==> src/fir_convolution_16bit_unit_macros.svh <==
// Assertion macros for the FIR convolution unit.
// Uses the clock and reset names of the including module; needs no other file.
`ifndef FIR_CONVOLUTION_16BIT_UNIT_MACROS_SVH
`define FIR_CONVOLUTION_16BIT_UNIT_MACROS_SVH

// Condition in this cycle implies expression in the next cycle.
`define FIR16_ASSERT_NEXT(label, cond, expr) \
   label: assert property (@(posedge clock) disable iff (reset) (cond) |=> (expr)) \
      else $error("fir16 assertion failed");

// Condition implies expression in the same cycle.
`define FIR16_ASSERT_NOW(label, cond, expr) \
   label: assert property (@(posedge clock) disable iff (reset) (cond) |-> (expr)) \
      else $error("fir16 assertion failed");

`endif

==> src/fir16_pkg.sv <==
// Shared constants, item codes, wave type and product scaling for the FIR unit.
// No dependencies.
package fir16_pkg;

   localparam int MAX_TAPS       = 64;
   localparam int TAP_IDX_W      = 6;
   localparam int TAP_COUNT_W    = 7;
   localparam int COEF_FRAC_BITS = 14;
   localparam int SAMPLE_W       = 16;
   localparam int COEF_W         = 18;
   localparam int PROD_W         = SAMPLE_W + COEF_W;
   localparam int SCALED_W       = PROD_W + 1 - COEF_FRAC_BITS;

   localparam logic [TAP_COUNT_W-1:0] TAP_COUNT_RESET = TAP_COUNT_W'(MAX_TAPS);

   localparam logic CMD_LOAD   = 1'b0;
   localparam logic CMD_SAMPLE = 1'b1;

   // One item as it travels down the cell chain.
   typedef struct packed {
      logic                       valid;
      logic                       cmd;
      logic [TAP_IDX_W-1:0]       tap_index;
      logic signed [COEF_W-1:0]   tap_value;
      logic signed [SAMPLE_W-1:0] carry;     // sample being shifted into the next cell
      logic [SAMPLE_W-1:0]        acc;       // wrapping partial sum
      logic signed [PROD_W-1:0]   prod;      // raw product of the previous cell
      logic                       prod_act;  // previous cell is an active tap
   } wave_type;

   // Scale a product down with truncation toward zero, then saturate to 16 bits.
   function automatic logic signed [SAMPLE_W-1:0] scale_sat(input logic signed [PROD_W-1:0] p);
      logic signed [PROD_W:0]   biased;
      logic signed [SCALED_W-1:0] q;
      logic                     all_ones;
      logic                     all_zeros;
      logic signed [SAMPLE_W-1:0] r;
      if (p[PROD_W-1]) begin
         biased = {p[PROD_W-1], p} + (PROD_W+1)'((1 << COEF_FRAC_BITS) - 1);
      end else begin
         biased = {p[PROD_W-1], p};
      end
      q         = biased[PROD_W:COEF_FRAC_BITS];
      all_ones  = &q[SCALED_W-1:SAMPLE_W-1];
      all_zeros = ~|q[SCALED_W-1:SAMPLE_W-1];
      if (q[SCALED_W-1] && !all_ones) begin
         r = {1'b1, {(SAMPLE_W-1){1'b0}}};
      end else if (!q[SCALED_W-1] && !all_zeros) begin
         r = {1'b0, {(SAMPLE_W-1){1'b1}}};
      end else begin
         r = q[SAMPLE_W-1:0];
      end
      return r;
   endfunction

endpackage

==> src/fir16_cell.sv <==
// One tap cell of the FIR chain: holds one delay sample and one coefficient.
// Depends on fir16_pkg.
module fir16_cell (
   input  logic                                clock,
   input  logic                                reset,
   input  logic                                advance,
   input  logic [fir16_pkg::TAP_IDX_W-1:0]     cell_id,
   input  logic [fir16_pkg::TAP_COUNT_W-1:0]   tap_count,
   input  fir16_pkg::wave_type                 wave_in,
   output fir16_pkg::wave_type                 wave_out
);

   logic signed [fir16_pkg::SAMPLE_W-1:0] d_ff, d_in;
   logic signed [fir16_pkg::COEF_W-1:0]   c_ff, c_in;
   fir16_pkg::wave_type                   wave_ff, wave_in_nx;
   logic                                  active;
   logic [fir16_pkg::SAMPLE_W-1:0]        addend;

   assign active = tap_count > {1'b0, cell_id};

   always_comb begin
      d_in       = d_ff;
      c_in       = c_ff;
      wave_in_nx = wave_ff;
      addend     = '0;
      if (wave_in.valid && wave_in.prod_act) begin
         addend = $unsigned(fir16_pkg::scale_sat(wave_in.prod));
      end
      if (advance) begin
         wave_in_nx          = wave_in;
         wave_in_nx.acc      = wave_in.acc + addend;
         wave_in_nx.prod_act = 1'b0;
         if (wave_in.valid && wave_in.cmd == fir16_pkg::CMD_SAMPLE) begin
            // shift: take the upstream sample, hand ours downstream
            d_in                = wave_in.carry;
            wave_in_nx.carry    = d_ff;
            wave_in_nx.prod     = wave_in.carry * c_ff;
            wave_in_nx.prod_act = active;
         end
         if (wave_in.valid && wave_in.cmd == fir16_pkg::CMD_LOAD
             && wave_in.tap_index == cell_id) begin
            c_in = wave_in.tap_value;
         end
      end
   end

   always_ff @(posedge clock) begin
      wave_ff.cmd       <= wave_in_nx.cmd;
      wave_ff.tap_index <= wave_in_nx.tap_index;
      wave_ff.tap_value <= wave_in_nx.tap_value;
      wave_ff.carry     <= wave_in_nx.carry;
      wave_ff.acc       <= wave_in_nx.acc;
      wave_ff.prod      <= wave_in_nx.prod;
      wave_ff.prod_act  <= wave_in_nx.prod_act;
      if (reset) begin
         d_ff          <= '0;
         c_ff          <= '0;
         wave_ff.valid <= 1'b0;
      end else begin
         d_ff          <= d_in;
         c_ff          <= c_in;
         wave_ff.valid <= wave_in_nx.valid;
      end
   end

   assign wave_out = wave_ff;

endmodule

==> config.mk <==
export PLATFORM = sky130hd
export DESIGN_NAME = fir16_cell
export DESIGN_NICKNAME = d
export VERILOG_FILES = /design/src/fir_convolution_16bit_unit_macros.svh /design/src/fir16_pkg.sv /design/src/fir16_cell.sv
export SDC_FILE = /design/constraint.sdc
export NUM_CORES = 1
export LEC_CHECK = 0
export ABC_AREA = 1
export BUFFER_PORTS_ARGS = -buffer_cell sky130_fd_sc_hd__buf_4
export CAP_MARGIN = 20
export CORE_MARGIN = 2
export CORE_UTILIZATION = 56
export DETAILED_ROUTE_END_ITERATION = 10
export HOLD_SLACK_MARGIN = 0.05
export PLACE_DENSITY_LB_ADDON = 0.05
export SYNTH_ARGS = -nofsm -noshare
export SYNTH_HDL_FRONTEND = slang
export SYNTH_SLANG_ARGS = --single-unit
export TNS_END_PERCENT = 100
==> constraint.sdc <==
create_clock -name clock -period 5.7 [get_ports clock]
set_input_delay 0.285 -clock clock [delete_from_list [all_inputs] [get_ports clock]]
set_output_delay 0.285 -clock clock [all_outputs]
set_load 0.01 [all_outputs]
# ---- Word level (Yosys, flattened, before mapping)
# Cells that the tools add are included.
dict set report op_classes {
  add_sub_neg 2
  mul 1
  magnitude_cmp 1
  eq_ne 1
  n_mux 7
  bitwise 1
  reduce_logical 12
}
# operator n
set op_table {}
lappend op_table {{$mux W35} 3}
lappend op_table {{$mux W16} 4}
lappend op_table {{$add A34 B15 Y35 const B} 1}
lappend op_table {{$mul A16 B18 Y34} 1}
lappend op_table {{$add A16 B16 Y16} 1}
lappend op_table {{$gt A7 B6 Y1} 1}
lappend op_table {{$eq A6 B6 Y1} 1}
lappend op_table {{$logic_and A1 B1 Y1} 6}
lappend op_table {{$reduce_and A6 Y1} 1}
lappend op_table {{$reduce_or A6 Y1} 1}
lappend op_table {{$reduce_and A2 Y1} 2}
lappend op_table {{$logic_not A1 Y1} 2}
lappend op_table {{$not A1 Y1} 1}
dict set report word_totals {
  ff_bits 127
  in_bits 109
  output_inout_bits 93
  word_cells 35
}

# ---- Longest topological paths before layout
# Gate-level depths: netlist of run 1.
dict set report depth {
  word_depth 9
  depth_mapped 29
  ltp_nobuf 27
}

# ---- Least setup slack after synthesis of run 1
# No wires, ideal clock.
dict set report synth_path {
  path_type {reg-to-reg}
  from {register c_ff[17] (netlist bit)}
  to {register wave_ff, in the netlist wave_out[26] (data pin)}
  setup_time_ns 0.265
  arrival_time_ns 5.588
  required_ns 5.435
  setup_slack_ns -0.152
  path_stages_with_launch 24
  n_path_buf 2
  period_less_slack_ns 5.852
  path_cell_list {dfxtp_1 clkbuf_1 clkbuf_1 nand2_1 inv_1 fa_1 fa_1 fa_1 fa_1 fa_1 inv_1 fa_1 inv_1 ha_1 nand2_1 nor2_1 inv_1 nor2_1 inv_1 or3_1 nand3_1 nand2_1 nand3_1 o21ai_0}
}
dict set report synth_between {
  elab_chain_len 2
}
# item line
set synth_lines {}
lappend synth_lines {{from (decl)} fir16_cell.sv:14} ;# logic signed [fir16_pkg::COEF_W-1:0] c_ff, c_in;
lappend synth_lines {{from (signal assigned)} fir16_cell.sv:61} ;# c_ff <= c_in;
lappend synth_lines {{$mul A16 B18 Y34} fir16_cell.sv:37} ;# wave_in_nx.prod = wave_in.carry * c_ff;
lappend synth_lines {{$mux W35} fir16_cell.sv:33} ;# if (wave_in.valid && wave_in.cmd == fir16_pkg::CMD_SAMPLE) begin
lappend synth_lines {{to (decl)} fir16_cell.sv:15} ;# fir16_pkg::wave_type wave_ff, wave_in_nx;
# Every way passes these cells.
# A chain may end at the register's enable or synchronous reset.

# ---- Worst setup path after layout of run 1
dict set report layout_path {
  from {register c_ff[17] (netlist bit)}
  to {register wave_ff, in the netlist wave_out[34] (data pin)}
}
# Same word-level chain as after synthesis.

==> results.cfg, run 1 <==
[status]
run_status = completed

[floorplan]
die_height_um = 183
ioPinCount = 202
core_um2 = 31500
dieArea_um2 = 33300
chipWidth_um = 183
starting_density_of_the_core_pct = 56.7
number_of_core_rows = 65

[clock_network]
clock_tree.buffer_depth = 2
cts_sinks = 127
clock-root-buffer = sky130_fd_sc_hd__clkbuf_16
worstSkewPairLatency_ns = 0.43
clk_pin_slew_ns = 0.08
cts_inserted_buffers = 17
clock_tree_from_tritoncts = built
cts-htree-levels = 4

[timing]
period_share_pct = 99.4
finalMaxSlewViolations = 0
finalSetupViolations = 0
finalCriticalPeriod_ns = 5.67
unrepaired_setup_endpoints_after_global_routing = true
maxClockFrequency_mhz = 176
setup_total_negative_slack_ns = 0
worst_pin_slew_ns = 0.968
timing.slew.headroom_pct = 35.5
final-hold-violation-count = 0
fin_worst_skew_ns = 0.0186

[placement]
place_congestion = 0.970
port_buffers = 201
detailed_place_hpwl_mm = 40.9
placed_cell_area_um2 = 21000

[synthesis]
netlist-cell-type-count = 49
synth_top_area_cell = sky130_fd_sc_hd__fa_1
synth_top_area_share_pct = 32.6
post_synth.cell_area_avg_um2 = 8.12
post_synth_main_area_contributors = sky130_fd_sc_hd__fa_1 (33%), sky130_fd_sc_hd__edfxtp_1 (15%), sky130_fd_sc_hd__inv_1 (12%)
post_synth_inst_count = 2199
synth_sequential_area_ratio_pct = 19.4
synth_nets = 2706
yosysWarningCount = 0
cell_area_after_technology_mapping_um2 = 17900
synth.ff_latch_count = 127

[min_path]
hold_end = wave_out[67]
holdCritPathClass = in2reg
timing.hold.worst_path_depth = 1
hold_path.startpoint = wave_in[67]

[final_layout]
multi_input_comb_area_um2 = 12700
n_antenna_cell = 0
fin_nets = 3068
drive_gt1_share_pct = 26.6
sequential_cell_area_um2 = 3510
finalInstanceArea_um2 = 23000
areaGrowthSynthToFinish_pct = 28.7
fillerInstances = 2494

[global_route]
grt_start_max_net_pins = 75
grt_pass1_wl_mm = 82.5
via_count_of_the_first_global_routing_pass = 16000
gr-usage-all-layers_pct = 31.7
antenna_found_initial = 0
grt_remaining_overflow = 0

[setup_path]
regToRegStartpoint = c_ff[17]
critical_path.max_fanout = 9
setup.worst_path.end_class = flip-flop
worst_ep_arrival_time_ns = 5.86
category_of_the_worst_setup_path_launch_point = flip-flop
worst_reg_to_reg_setup_slack_ns = 0.03
ff2ff_path_depth = 24
worst_r2r_endpoint = wave_out[34]
critical_path_class = reg2reg
required_ns = 5.89

[detailed_routing]
vias = 15300
dr.first_iter.drc_count = 1012
antenna_violating_nets_post_route = 0
routed_wirelength_normalized_by_instance_count_um = 17.1
first_pass_iters = 5
residual_drc = 0
routed_wirelength_mm = 50.8
avgViaCountPerCell = 5.15

[power_and_ir_drop]
power.density_cell_area_nw_per_um2 = 130
power_leakage_nw = 12.3
ir_worst_vdd_mv = 0.198

[run]
maxCapViolCount = 0
## where the power goes
part	leakage, nW	total [mW]	internal, mW	switching (mW)
registers	1.20	1.08	1.06	0.0207
clock network	0.285	1.11	0.588	0.525
logic	10.8	0.793	0.355	0.438
total	12.3	2.99	2.00	0.983
## placed cells by master (no fill, tap or decap), types with 14 or more instances in the layout
cell type / instances
sky130_fd_sc_hd__nand2_1: 447
sky130_fd_sc_hd__ha_1: 88
sky130_fd_sc_hd__edfxtp_1: 92
sky130_fd_sc_hd__a21oi_2: 28
sky130_fd_sc_hd__nor3_1: 23
sky130_fd_sc_hd__fa_1: 268
sky130_fd_sc_hd__xnor2_1: 17
sky130_fd_sc_hd__a21oi_1: 36
sky130_fd_sc_hd__nand3_1: 45
sky130_fd_sc_hd__dlygate4sd3_1: 21
sky130_fd_sc_hd__dfxtp_1: 19
sky130_fd_sc_hd__a211oi_1: 17
sky130_fd_sc_hd__inv_2: 30
sky130_fd_sc_hd__nand2_2: 32
sky130_fd_sc_hd__buf_6: 15
sky130_fd_sc_hd__clkbuf_16: 17
sky130_fd_sc_hd__fa_2: 23
sky130_fd_sc_hd__ha_4: 19
sky130_fd_sc_hd__nor2_1: 134
sky130_fd_sc_hd__o21ai_0: 47
sky130_fd_sc_hd__buf_4: 388
sky130_fd_sc_hd__xor2_1: 29
sky130_fd_sc_hd__inv_1: 551
sky130_fd_sc_hd__nor2_2: 14
## worst max-delay path, stage by stage, from the launching register on
cell,delay (ns)
sky130_fd_sc_hd__dfxtp_4,0.45
sky130_fd_sc_hd__buf_8,0.17
sky130_fd_sc_hd__nand2_2,0.06
sky130_fd_sc_hd__fa_1,0.46
sky130_fd_sc_hd__inv_2,0.09
sky130_fd_sc_hd__fa_2,0.47
sky130_fd_sc_hd__buf_6,0.15
sky130_fd_sc_hd__buf_4,0.14
sky130_fd_sc_hd__fa_1,0.49
sky130_fd_sc_hd__inv_2,0.04
sky130_fd_sc_hd__fa_1,0.54
sky130_fd_sc_hd__inv_2,0.05
sky130_fd_sc_hd__fa_1,0.50
sky130_fd_sc_hd__fa_1,0.61
sky130_fd_sc_hd__ha_4,0.23
sky130_fd_sc_hd__nand2_2,0.07
sky130_fd_sc_hd__nand2_2,0.05
sky130_fd_sc_hd__a21oi_2,0.14
sky130_fd_sc_hd__o21bai_2,0.11
sky130_fd_sc_hd__a21oi_4,0.15
sky130_fd_sc_hd__o21ai_2,0.07
sky130_fd_sc_hd__a21oi_2,0.17
sky130_fd_sc_hd__nand2_1,0.07
sky130_fd_sc_hd__nand3_1,0.08
sky130_fd_sc_hd__nand2_1,0.05
## metal layers
metal	track usage, %	up-vias	share of wire (%)
met5	0	-	0
met4	11.4	0	3.6
met3	4.09	94	5.6
met2	53.3	512	49
met1	42.4	7470	42
li1	-	7254	-
## cell usage after synthesis, drive strengths merged
cell type,number
a211oi,17
a21boi,1
a21o,5
a21oi,69
a31o,1
a31oi,3
buf,9
clkbuf,82
clkinv,1
dfxtp,35
edfxtp,92
fa,291
ha,107
inv,581
nand2,488
nand3,53
nand3b,3
nand4,14
nor2,158
nor3,31
nor4,5
o2111a,1
o2111ai,3
o211ai,1
o21a,2
o21ai,70
o21bai,6
o221ai,2
o22ai,4
o311ai,1
o31ai,2
or2,11
or3,1
xnor2,19
xor2,30
## cell type report
class | instances | area share [%]
Clock buffer | 17 | 1.85
Clock inverter | 15 | 0.707
Inverter | 582 | 9.50
Multi-Input combinational cell | 1399 | 55.3
Sequential cell | 127 | 15.3
Tap cell | 402 | 2.19
Timing Repair Buffer | 434 | 15.2
## worst max-delay path by stage
stage,start,end
after floorplan,c_ff[7],wave_out[26]
after global placement,wave_in[52],wave_out[31]
after detailed placement,wave_in[55],wave_out[31]
after CTS,c_ff[7],wave_out[19]
after global routing,c_ff[17],wave_out[34]
final,c_ff[17],wave_out[34]
## sequential cells by signal, indices dropped and copies added, names as in the netlist
name and cells:
wave_out 93, c_ff 18, d_ff 16
## cells by family (layout without fill, tap and decap cells)
family | after synthesis | count (layout) | share of synthesized area [%]
buffers and inverters | 673 | 1048 | 14.3
adder cells (fa/ha/maj) | 398 | 398 | 40.1
flip-flops | 127 | 127 | 19.4
XOR/XNOR | 49 | 49 | 2.40
AO/OA/AOI/OAI | 188 | 188 | 6.23
AND/OR/NAND/NOR | 764 | 764 | 17.6
## timing repair
action,in CTS,in global routing
buffers inserted,1,20
hold buffers,21,0
pin swaps,8,94
setup endpoints to repair,21,23
gates resized for setup,60,216
hold endpoints to repair,21,0
## per-stage QoR
stage	instances	setup slack [ns]	power [mW]	util (%)	hold slack (ns)
global route	2976	-0.159	3.12	73.1	0.0574
global placement	2903	-0.246	1.80	66.9	0.445
CTS	2957	-0.0242	2.94	70.1	0.0620
detailed placement	2903	-0.273	1.80	66.9	0.447
floorplan	2199	0.00768	1.45	-	0.384
finish	2976	0.0318	2.99	73.1	0.0656
Note: power is estimated with default switching activity, not from simulation.
==> run 2: changes to the inputs <==
PLACE_DENSITY = 0.76   (was default)
PLACE_DENSITY_LB_ADDON = default   (was 0.05)
==> run 2 against run 1 <==
Net effect: non-clock buffer count grew 7; maximum frequency increased by 2.0%; final area increased by 0.36%; wire length grew 1.6%; core utilization rose by 0.26 points; combinational power grew 2%; critical path type unchanged; largest power group unchanged.
==> results.cfg, run 2 (synthesized netlist as in run 1, its figures left out) <==
[floorplan]
core_um2 = 31500
number_of_core_rows = 65
starting_density_of_the_core_pct = 56.7
ioPinCount = 202
die_height_um = 183
chipWidth_um = 183
dieArea_um2 = 33300

[power_and_ir_drop]
ir_worst_vdd_mv = 0.219
power.density_cell_area_nw_per_um2 = 131
power_leakage_nw = 12.4

[setup_path]
critical_path.max_fanout = 8
worstPathCellList = buf_6 -> nor2_1 -> fa_1 -> fa_2 -> fa_1 -> fa_1 -> fa_1 -> inv_1 -> fa_1 -> inv_1 -> ha_4 -> buf_6 -> buf_4 -> a31oi_4 -> o21ai_2 -> nand2_1 -> nand3_4 -> or2_2 -> nand3_1 -> nand2_1
critical-path-top-cell-by-count = sky130_fd_sc_hd__fa_1
critical-path-slowest-cell = sky130_fd_sc_hd__fa_2
required_ns = 5.91
timing.critical_path.max_delay_family = adder cells
category_of_the_worst_setup_path_launch_point = flip-flop
worst_ep_arrival_time_ns = 5.77
setup.worst_path.end_class = flip-flop
max_stage_delay_ns = 0.63
timing.critical_path.buf_inv = 5
critical_path_class = reg2reg

[timing]
finalHoldWorstSlack_ns = 0.121
finalMaxSlewViolations = 0
period_share_pct = 97.5
maxClockFrequency_mhz = 180
finalSetupViolations = 0
timing.slew.headroom_pct = 31.2
final-hold-violation-count = 0
fin_worst_skew_ns = 0.0128
worst_pin_slew_ns = 1.03
finalCriticalPeriod_ns = 5.56
unrepaired_setup_endpoints_after_global_routing = true

[placement]
port_buffers = 201
place_congestion = 0.928
placed_cells = 2905
placed_cell_area_um2 = 21000
detailed_place_hpwl_mm = 41.0

[final_layout]
sequential_cell_area_um2 = 3510
fin_nets = 3075
fillerInstances = 2369
areaGrowthSynthToFinish_pct = 29.2
drive_gt1_share_pct = 26.4
n_antenna_cell = 0
layout.cells.most_common = sky130_fd_sc_hd__inv_1
final-instance-count-excl-fill = 2983
multi_input_comb_area_um2 = 12700
largest_reg_flops = 93
final_cell_mix = sky130_fd_sc_hd__inv_1 (551), sky130_fd_sc_hd__nand2_1 (451), sky130_fd_sc_hd__buf_4 (386), sky130_fd_sc_hd__fa_1 (269), sky130_fd_sc_hd__nor2_1 (136)
finalInstanceArea_um2 = 23100

[detailed_routing]
met2_length_mm = 25.6
vias = 15600
routed_wl_met3_mm = 2.85
avgViaCountPerCell = 5.23
routed_wirelength_mm = 51.6
routed_wirelength_normalized_by_instance_count_um = 17.3
wirelength_met1_mm = 21.0
dr.first_iter.drc_count = 1265
first_pass_iters = 5
antenna_violating_nets_post_route = 0
top_signal_layer_used = met4
residual_drc = 0

[global_route]
gr-usage-all-layers_pct = 31.8
antenna_found_initial = 0
grt_remaining_overflow = 0
via_count_of_the_first_global_routing_pass = 16200
grt_pass1_wl_mm = 82.3
grt_start_max_net_pins = 64

[clock_network]
clock-root-buffer = sky130_fd_sc_hd__clkbuf_16
clock_tree.buffer_depth = 2
clock_tree_from_tritoncts = built
worstSkewPairLatency_ns = 0.45
cts-htree-levels = 4
clk_pin_slew_ns = 0.07
cts_sinks = 127
cts_inserted_buffers = 17

[status]
run_status = completed

[min_path]
holdCritPathClass = in2reg

[run]
maxCapViolCount = 0
[run 2: cell count changes in the layout (fill, tap and decap cells not counted), sizes merged]
cell | before | now
clkinvlp | 1 | 2
inv | 590 | 583
clkbuf | 17 | 20
bufinv | 0 | 2
clkinv | 6 | 7
buf | 413 | 416
dlygate4sd3 | 21 | 25
[run 2: metal layers]
metal	up-vias	GRT usage (%)
met2	561	54.1
met3	152	4.99
met1	7622	41.2
met5	-	0
li1	7272	-
met4	0	11.9
[run 2: worst paths after layout]
| kind | from | to | slack (ns) | cells past startpoint |
|---|---|---|---|---|
| max | c_ff[2] | wave_out[27] | 0.14 | 20 |
| min reg2reg | d_ff[3] | d_ff[3] | 0.46 | 2 |
| min | wave_in[9] | wave_out[9] | 0.12 | 3 |
| max reg2reg | c_ff[2] | wave_out[27] | 0.14 | 20 |
[run 2: cell type report]
cell class	count	area share (%)
tap	402	2.18
multi-input combinational	1399	55.1
inverter	582	9.47
clock inverter	12	0.575
timing repair buffer	441	15.4
clock buffer	20	2.02
sequential	127	15.2
[run 2: repair_timing]
item,4_1_cts,5_1_grt
endpoints found under the hold margin,25,0
endpoints found under the setup margin,20,20
resized for setup,42,237
pin swaps,5,102
setup buffers,1,20
hold buffers,25,0
[run 2: through the flow]
step	util [%]	power, mW	setup WS (ns)	setup TNS, ns
finish	73.3	3.02	0.143	0
global route	73.3	3.14	-0.129	-0.587
CTS	70.0	2.95	0.000231	0
detailed placement	66.9	1.80	-0.411	-3.69
floorplan	-	1.45	0.00768	0
global placement	66.9	1.79	-0.331	-3.69
[run 2: worst reg2reg max path, stage by stage (launching register included)]
cell                      delay, ns
sky130_fd_sc_hd__dfxtp_2       0.41
sky130_fd_sc_hd__buf_6         0.16
sky130_fd_sc_hd__nor2_1        0.06
sky130_fd_sc_hd__fa_1          0.48
sky130_fd_sc_hd__fa_2          0.63
sky130_fd_sc_hd__fa_1          0.44
sky130_fd_sc_hd__fa_1          0.52
sky130_fd_sc_hd__fa_1          0.53
sky130_fd_sc_hd__inv_1         0.06
sky130_fd_sc_hd__fa_1          0.48
sky130_fd_sc_hd__inv_1         0.07
sky130_fd_sc_hd__ha_4          0.26
sky130_fd_sc_hd__buf_6         0.13
sky130_fd_sc_hd__buf_4         0.14
sky130_fd_sc_hd__a31oi_4       0.23
sky130_fd_sc_hd__o21ai_2       0.10
sky130_fd_sc_hd__nand2_1       0.12
sky130_fd_sc_hd__nand3_4       0.11
sky130_fd_sc_hd__or2_2         0.29
sky130_fd_sc_hd__nand3_1       0.07
sky130_fd_sc_hd__nand2_1       0.05
[run 2: power breakdown]
part / internal, mW / switching, mW / total, mW
logic: 0.363 / 0.443 / 0.805
clock network: 0.679 / 0.451 / 1.13
registers: 1.06 / 0.0199 / 1.08
==> run 3: changes to the inputs <==
CORE_UTILIZATION = 65   (was 56)
PLACE_DENSITY = 0.83   (was 0.76)
clock period = 7 ns   (was 5.7 ns; I/O delays follow)
==> run 3 against run 2 <==
Net effect: die area is 14% lower; worst setup slack improved by 0.27 ns; combinational power down 36%; first-iteration DRC count is 9.4% higher; non-clock buffer count decreased by 221.
==> results.cfg, run 3 (synthesized netlist as in run 1, its figures left out) <==
[setup_path]
regToRegStartpoint = c_ff[5]
timing.critical_path.max_delay_family = adder cells
critical_path.max_fanout = 17
timing.critical_path.buf_inv = 5
max_stage_delay_ns = 0.93
worst_ep_arrival_time_ns = 6.78
critical-path-slowest-cell = sky130_fd_sc_hd__dfxtp_1
required_ns = 7.19
category_of_the_worst_setup_path_launch_point = flip-flop
critical-path-top-cell-by-count = sky130_fd_sc_hd__fa_1
setup.worst_path.end_class = flip-flop
critical_path_class = reg2reg
crit_path_start = c_ff[5]
worstPathCellList = nand2_1 -> fa_1 -> inv_1 -> fa_1 -> inv_1 -> fa_1 -> inv_1 -> fa_1 -> fa_1 -> inv_1 -> fa_1 -> inv_1 -> ha_1 -> a21oi_1 -> o21bai_1 -> a21oi_1 -> o21ai_0 -> a21oi_1 -> nand2_1 -> nand3_1 -> nand2_1

[placement]
detailed_place_hpwl_mm = 38.0
port_buffers = 201
place_congestion = 0.953
placed_cells = 2669

[run]
maxCapViolCount = 0

[power_and_ir_drop]
power.density_cell_area_nw_per_um2 = 114
power_leakage_nw = 11.1
power.total_mw = 2.30
ir_worst_vdd_mv = 0.128

[global_route]
antenna_found_initial = 0
grt_pass1_wl_mm = 78.5
gr-usage-all-layers_pct = 34.9
via_count_of_the_first_global_routing_pass = 16100
grt_start_max_net_pins = 67
grt_remaining_overflow = 0

[floorplan]
dieArea_um2 = 28800
ioPinCount = 202
starting_density_of_the_core_pct = 66.3
chipWidth_um = 170
die_height_um = 170
number_of_core_rows = 60
core_um2 = 27000

[final_layout]
final-instance-count-excl-fill = 2701
layout.cells.most_common = sky130_fd_sc_hd__inv_1
areaGrowthSynthToFinish_pct = 12.9
drive_gt1_share_pct = 12.8
final_cell_mix = sky130_fd_sc_hd__inv_1 (575), sky130_fd_sc_hd__nand2_1 (479), sky130_fd_sc_hd__fa_1 (291), sky130_fd_sc_hd__buf_4 (220), sky130_fd_sc_hd__nor2_1 (151)
largest_reg_flops = 93
fin_nets = 2854
n_antenna_cell = 0
layout.core_utilization_pct = 74.8
fillerInstances = 1946

[clock_network]
cts_inserted_buffers = 17
cts_repair_resize_count = 0
worstSkewPairLatency_ns = 0.44
clk_pin_slew_ns = 0.07
post_cts_buffers = 0
cts-htree-levels = 4
clock_tree.buffer_depth = 2
cts_sinks = 127
post_cts_hold_buffer_count = 0
clock-root-buffer = sky130_fd_sc_hd__clkbuf_16
clock_tree_from_tritoncts = built

[timing]
unrepaired_setup_endpoints_after_global_routing = false
fin_worst_skew_ns = 0.0138
finalHoldWorstSlack_ns = 0.0980
finalSetupViolations = 0
worst_pin_slew_ns = 1.00
finalMaxSlewViolations = 0
maxClockFrequency_mhz = 152
finalCriticalPeriod_ns = 6.59
final-hold-violation-count = 0
setup_total_negative_slack_ns = 0
timing.slew.headroom_pct = 33.2
period_share_pct = 94.2

[min_path]
hold_path.startpoint = wave_in[78]
holdCritPathClass = in2reg

[detailed_routing]
routed_wirelength_mm = 47.0
dr.first_iter.drc_count = 1384
vias = 15000
residual_drc = 0
avgViaCountPerCell = 5.55
routed_wirelength_normalized_by_instance_count_um = 17.4
first_pass_iters = 5
antenna_violating_nets_post_route = 0

[status]
run_status = completed
run 3: power by group:
group          internal [mW]  switching [mW]  leakage [nW]
Clock                  0.480           0.426         0.288
Combinational          0.203           0.311          9.59
Sequential             0.867          0.0172          1.19
run 3: stage by stage:
step	instance area, um2	worst slack, ns
6_report	20200	0.408
4_1_cts	20200	0.548
3_5_place_dp	19600	0.583
3_3_place_gp	19600	0.730
2_1_floorplan	17900	1.15
5_1_grt	20200	0.159
run 3: cell type report:
class | instances | area, um2 | share of cell area, %
Clock buffer | 17 | 425 | 2.11
Clock inverter | 15 | 168 | 0.831
Inverter | 582 | 2180 | 10.8
Multi-Input combinational cell | 1399 | 11900 | 58.8
Sequential cell | 127 | 3460 | 17.2
Tap cell | 341 | 427 | 2.12
Timing Repair Buffer | 220 | 1650 | 8.19
run 3: metal layers:
layer	global-route usage, %	vias to the layer above	wire length (um)
met5	0	-	0
li1	-	6823	-
met2	58.6	786	22900
met1	44.7	7182	17900
met3	5.97	188	4010
met4	16.0	0	2190
run 3: worst paths after layout:
check	to	slack, ns	depth (start not counted)
max	wave_out[34]	0.41	21
min	wave_out[78]	0.1	1
max reg2reg	wave_out[34]	0.41	21
min reg2reg	d_ff[13]	0.46	2
